**src/hdl/cbs_pkg.sv**
```systemverilog
// Package for the cubic Bezier splitter: payload structs, widths and point codes.
// It depends on nothing. Every other file in this folder but cbs_lerp uses it.
package cbs_pkg;

   // Field widths of the payload, the point count and the lane delay
   localparam int COORD_WIDTH  = 32;
   localparam int T_FRAC_BITS  = 16;
   localparam int T_FIELD_W    = T_FRAC_BITS + 1;
   localparam int NUM_POINTS   = 7;
   localparam int POINT_IDX_W  = 3;
   localparam int LANE_LATENCY = 6;

   // t = 1.0 in Q1.T_FRAC_BITS
   localparam logic [T_FIELD_W-1:0] T_ONE = {1'b1, {T_FRAC_BITS{1'b0}}};

   // Positions in the output sequence
   localparam logic [POINT_IDX_W-1:0] FIRST_INDEX = 3'd0;
   localparam logic [POINT_IDX_W-1:0] NEXT_INDEX  = 3'd1;
   localparam logic [POINT_IDX_W-1:0] LAST_INDEX  = 3'd6;

   // One input item: four control points and the split parameter
   typedef struct packed {
      logic signed [COORD_WIDTH-1:0] p0_x;
      logic signed [COORD_WIDTH-1:0] p0_y;
      logic signed [COORD_WIDTH-1:0] p1_x;
      logic signed [COORD_WIDTH-1:0] p1_y;
      logic signed [COORD_WIDTH-1:0] p2_x;
      logic signed [COORD_WIDTH-1:0] p2_y;
      logic signed [COORD_WIDTH-1:0] p3_x;
      logic signed [COORD_WIDTH-1:0] p3_y;
      logic        [T_FIELD_W-1:0]   split_t;
   } req_type;

   // One result item: a single emitted point
   typedef struct packed {
      logic        [POINT_IDX_W-1:0] point_index;
      logic signed [COORD_WIDTH-1:0] out_x;
      logic signed [COORD_WIDTH-1:0] out_y;
      logic                          last;
   } rsp_type;

   // Seven points of one coordinate, as a lane produces them
   typedef logic [NUM_POINTS-1:0][COORD_WIDTH-1:0] lane_points_type;

endpackage

```
**src/hdl/cbs_merge.sv**
```systemverilog
// Merge stage: joins the x and y lane results into points and sends them one per cycle.
// Depends on cbs_pkg for the result struct and the point codes.
module cbs_merge (
   input  logic                     clock,
   input  logic                     reset,
   input  logic                     load,
   input  cbs_pkg::lane_points_type x_in,
   input  cbs_pkg::lane_points_type y_in,
   output logic                     rsp_valid,
   output cbs_pkg::rsp_type         rsp_data
);

   logic [cbs_pkg::COORD_WIDTH-1:0]  x_buf_ff [cbs_pkg::NUM_POINTS];
   logic [cbs_pkg::COORD_WIDTH-1:0]  y_buf_ff [cbs_pkg::NUM_POINTS];
   logic [cbs_pkg::POINT_IDX_W-1:0]  idx_ff, idx_in;
   logic                             active_ff, active_in;
   logic                             valid_ff, valid_in;
   cbs_pkg::rsp_type                 data_ff, data_in;

   // next point: the first comes straight from the lanes, the rest from the buffer
   always_comb begin
      idx_in    = idx_ff;
      active_in = active_ff;
      valid_in  = 1'b0;
      data_in   = data_ff;
      if (load) begin
         valid_in            = 1'b1;
         active_in           = 1'b1;
         idx_in              = cbs_pkg::NEXT_INDEX;
         data_in.point_index = cbs_pkg::FIRST_INDEX;
         data_in.out_x       = x_in[0];
         data_in.out_y       = y_in[0];
         data_in.last        = 1'b0;
      end else if (active_ff) begin
         valid_in            = 1'b1;
         data_in.point_index = idx_ff;
         data_in.out_x       = x_buf_ff[idx_ff];
         data_in.out_y       = y_buf_ff[idx_ff];
         data_in.last        = (idx_ff == cbs_pkg::LAST_INDEX);
         active_in           = (idx_ff != cbs_pkg::LAST_INDEX);
         idx_in              = idx_ff + cbs_pkg::NEXT_INDEX;
      end
   end

   // control
   always_ff @(posedge clock) begin
      if (reset) begin
         idx_ff    <= cbs_pkg::FIRST_INDEX;
         active_ff <= 1'b0;
         valid_ff  <= 1'b0;
      end else begin
         idx_ff    <= idx_in;
         active_ff <= active_in;
         valid_ff  <= valid_in;
      end
   end

   // payload
   always_ff @(posedge clock) begin
      data_ff <= data_in;
      if (load) begin
         for (int i = 0; i < cbs_pkg::NUM_POINTS; i++) begin
            x_buf_ff[i] <= x_in[i];
            y_buf_ff[i] <= y_in[i];
         end
      end
   end

   assign rsp_valid = valid_ff;
   assign rsp_data  = data_ff;

endmodule
```
**config.mk**
```make
export PLATFORM = sky130hd
export DESIGN_NAME = cbs_merge
export DESIGN_NICKNAME = d
export VERILOG_FILES = /design/src/hdl/cbs_pkg.sv /design/src/hdl/cbs_merge.sv
export SDC_FILE = /design/constraint.sdc
export NUM_CORES = 1
export LEC_CHECK = 0
export ABC_AREA = 1
export BUFFER_PORTS_ARGS = -buffer_cell sky130_fd_sc_hd__buf_2
export CORE_ASPECT_RATIO = 1.75
export CORE_MARGIN = 5
export CORE_UTILIZATION = 41
export CTS_CLUSTER_DIAMETER = 150
export CTS_CLUSTER_SIZE = 20
export DETAILED_ROUTE_END_ITERATION = 10
export GPL_TIMING_DRIVEN = 1
export SYNTH_ARGS = -nofsm -noshare
export SYNTH_HDL_FRONTEND = slang
export SYNTH_SLANG_ARGS = --single-unit
```
**constraint.sdc**
```tcl
create_clock -name clock -period 4.6 [get_ports clock]
set_input_delay 0.69 -clock clock [delete_from_list [all_inputs] [get_ports clock]]
set_output_delay 0.69 -clock clock [all_outputs]
set_load 0.01 [all_outputs]
```
==> flow_summary.toml <==
[detailed_routing]
first_iter_violations = 876
viasPerCell = 4.74
drcViolationCount = 0
route.antenna.remaining_nets = 0
dr_pass1_iterations = 4
detail_route.wirelength_mm = 59.7
detailroute.via_count = 15301
routed_wire_length_per_instance_um = 18.5

[timing]
count_of_final_hold_check_violations = 0
unrepaired_setup_endpoints_after_global_routing = "no"
max_slew_violation_count = 0
final.setup.tns_ns = 0
finalSetupViolCount = 0
finalCriticalPeriod_ns = 2.56
clock.fmax_mhz = 390
worstMarginPinSlew_ns = 1.12
max-slew-margin-rel = 0.251
final.period_utilization = 0.557
final.setup_skew_ns = 0.0205

[clock_network]
tritoncts = "yes"
clkSlewWorstSetupHoldPaths_ns = 0.09
cts_htree_levels = 1
post-cts-setup-buffers = 0
clkLatencyLatePin_ns = 0.60
cts_made_buffers = 30
cts-resized-gates = 0
clock_tree.root_cell = "clkbuf_16"
hold_buffers = 0
cts.path.max_buffers = 3
cts.sinks = 521

[global_routing]
pin_count_of_the_biggest_net_entering_global_routing = 194
grt_remaining_overflow = 0
antenna_found_initial = 21
grt_usage = 0.198
grt_pass1_vias = 15403
first_pass_grt_wire_length_mm = 88.3

[die]
die_x_um = 184
start_util = 0.414
die_y_um = 314
io-pin-count = 520
design.die.area_um2 = 57700
rows = 111
core_area_um2 = 52400

[yosys]
ys_top_cells_by_area = "edfxtp_1 (71%), nand2_1 (15%), inv_1 (4.5%), nand3_1 (4.4%), nor2_1 (2.3%)"
synthesis.area_per_instance_um2 = 10.5
yosysTopAreaCellShare = 0.709
syn-instance-count = 2056
synth-seq-cells = 521
synthFlopType = "edfxtp_1"
synth_largest_area_cell = "edfxtp_1"
synthMostInstantiatedCell = "nand2_1"
synthesized_nets = 2509
synth_edf_count = 512
syn_area_um2 = 21700
synth-seq-area-share = 0.718
synthArstFlopShare = 0
synthDistinctLibCells = 17
ys_warn_count = 0
most_frequent_cells_after_synthesis = "nand2_1 (839), edfxtp_1 (512), inv_1 (260)"

[worst_hold_path]
whs_endpoint = "x_buf_ff[1][30]$_DFFE_PP_"
holdCritStartpoint = "x_in[62]"
hold_depth = 1
worst_hold_path_type = "input port to flop"

[layout]
area.growth.synth_to_final_pct = 18.8
utilization = 0.492
post_route_cells_drive_above_1_share = 0.225
final_nets = 2975

[power]
ir_drop_worst_case_vdd_mv = 0.342
power_per_cell_area_nw_per_um2 = 370
total_leakage_power_nw = 12.1

[job]
max_cap_viol_count = 0

[place]
place_hpwl_mm = 40.8
placer_congestion_estimate = 0.833
port_buffers = 519

[critical_path]
regToRegEndpoint = "rsp_data[50]$_DFFE_PP_"
r2r_cells = 3
timing.setup.critical_path_class = "input port to flop"
setup.worst_path.start_class = "input port"
worstPathMaxFanout = 99
worst_setup_path_end_kind = "flop"
critical_path.reg2reg.startpoint = "active_ff$_SDFF_PP0_"
r2r_setup_slack_ns = 2.21
critPathArrivalTime_ns = 2.85
required_ns = 4.89

[outcome]
status = "finished, final reports clean"
[power by group]
group          leakage, nW  internal, mW  switching, mW
logic                 6.56         0.386          0.667
clock network        0.406          1.24           1.48
registers             5.13          5.64          0.104
total                 12.1          7.27           2.25
[worst max-delay path, stage by stage]
cell	delay, ns
buf_8	0.24
nor2_1	0.46
clkinv_2	0.72
buf_4	0.56
[layout make-up]
| type | instances | area, µm² |
|---|---|---|
| timing repair buffer | 531 | 2770 |
| antenna | 17 | 42.5 |
| sequential | 521 | 15600 |
| fill | 4845 | 26600 |
| clock inverter | 1 | 20.0 |
| multi-input combinational | 1176 | 4690 |
| tap | 678 | 848 |
| inverter | 262 | 997 |
| clock buffer | 43 | 821 |
[state kept, by name, summed over array words and instances, names as in the netlist]
signal and cells:
rsp_data 68, x_buf_ff 224, rsp_valid 1, y_buf_ff 224
active_ff 1, idx_ff 3
[how the worst max path moves through the flow]
stage | start | to | slack [ns] | cells past startpoint
floorplan | load | rsp_data[10]$_DFFE_PP_ | 2.15 | 2
CTS | load | rsp_data[50]$_DFFE_PP_ | 2.07 | 4
detailed placement | load | rsp_data[49]$_DFFE_PP_ | 1.42 | 4
global route | load | rsp_data[50]$_DFFE_PP_ | 1.96 | 4
finish | load | rsp_data[50]$_DFFE_PP_ | 2.04 | 4
global placement | load | rsp_data[26]$_DFFE_PP_ | 1.50 | 4
[cells in the final DEF (no fill, tap or decap)]
cell type  synthesis  layout
a211oi_1           2       2
clkbuf_16          0      31
dfxtp_4            0       2
edfxtp_1         512     512
buf_4              0       6
o21a_1             1       1
clkbuf_1          24      12
inv_16             0       1
o21ai_0            4       4
buf_12             0       6
nand3_1          192     192
nor2_1           133     133
a21oi_1            1       1
dfxtp_1            9       7
nor3_1             1       1
inv_1            260     257
ha_1               2       2
inv_6              0       2
buf_2             62     518
buf_8              0       1
inv_2              2       1
clkinv_2           0       1
inv_4              0       1
diode_2            0      17
or2_2              1       1
nand2_1          839     839
[routing by layer]
| layer | up-vias | part of all wire | track usage |
|---|---|---|---|
| met5 | - | 0.00092 | 0 |
| met4 | 10 | 0.034 | 0.0708 |
| met3 | 91 | 0.075 | 0.0444 |
| met2 | 513 | 0.52 | 0.359 |
| met1 | 7175 | 0.37 | 0.227 |
| li1 | 7512 | - | - |
[kinds of logic after synthesis]
| kind of cell | synth area share |
|---|---|
| flip-flops | 0.718 |
| AND/OR/NAND/NOR | 0.213 |
| buffers and inverters | 0.0658 |
| adder cells (fa/ha/maj) | 0.00115 |
| AO/OA/AOI/OAI | 0.00219 |
[metrics by stage]
| step | cell area, µm² | cells | setup slack [ns] | power, mW | hold slack, ns |
|---|---|---|---|---|---|
| 3_5_place_dp | 24900 | 3168 | 1.42 | 6.93 | 0.452 |
| 6_report | 25800 | 3229 | 2.04 | 9.52 | 0.258 |
| 4_1_cts | 25700 | 3212 | 2.07 | 9.65 | 0.210 |
| 5_1_grt | 25700 | 3225 | 1.96 | 9.95 | 0.221 |
| 3_3_place_gp | 24900 | 3168 | 1.50 | 6.90 | 0.451 |
| 2_1_floorplan | 21700 | 2056 | 2.15 | 6.37 | 0.481 |
(Power assumes the default switching activity.)
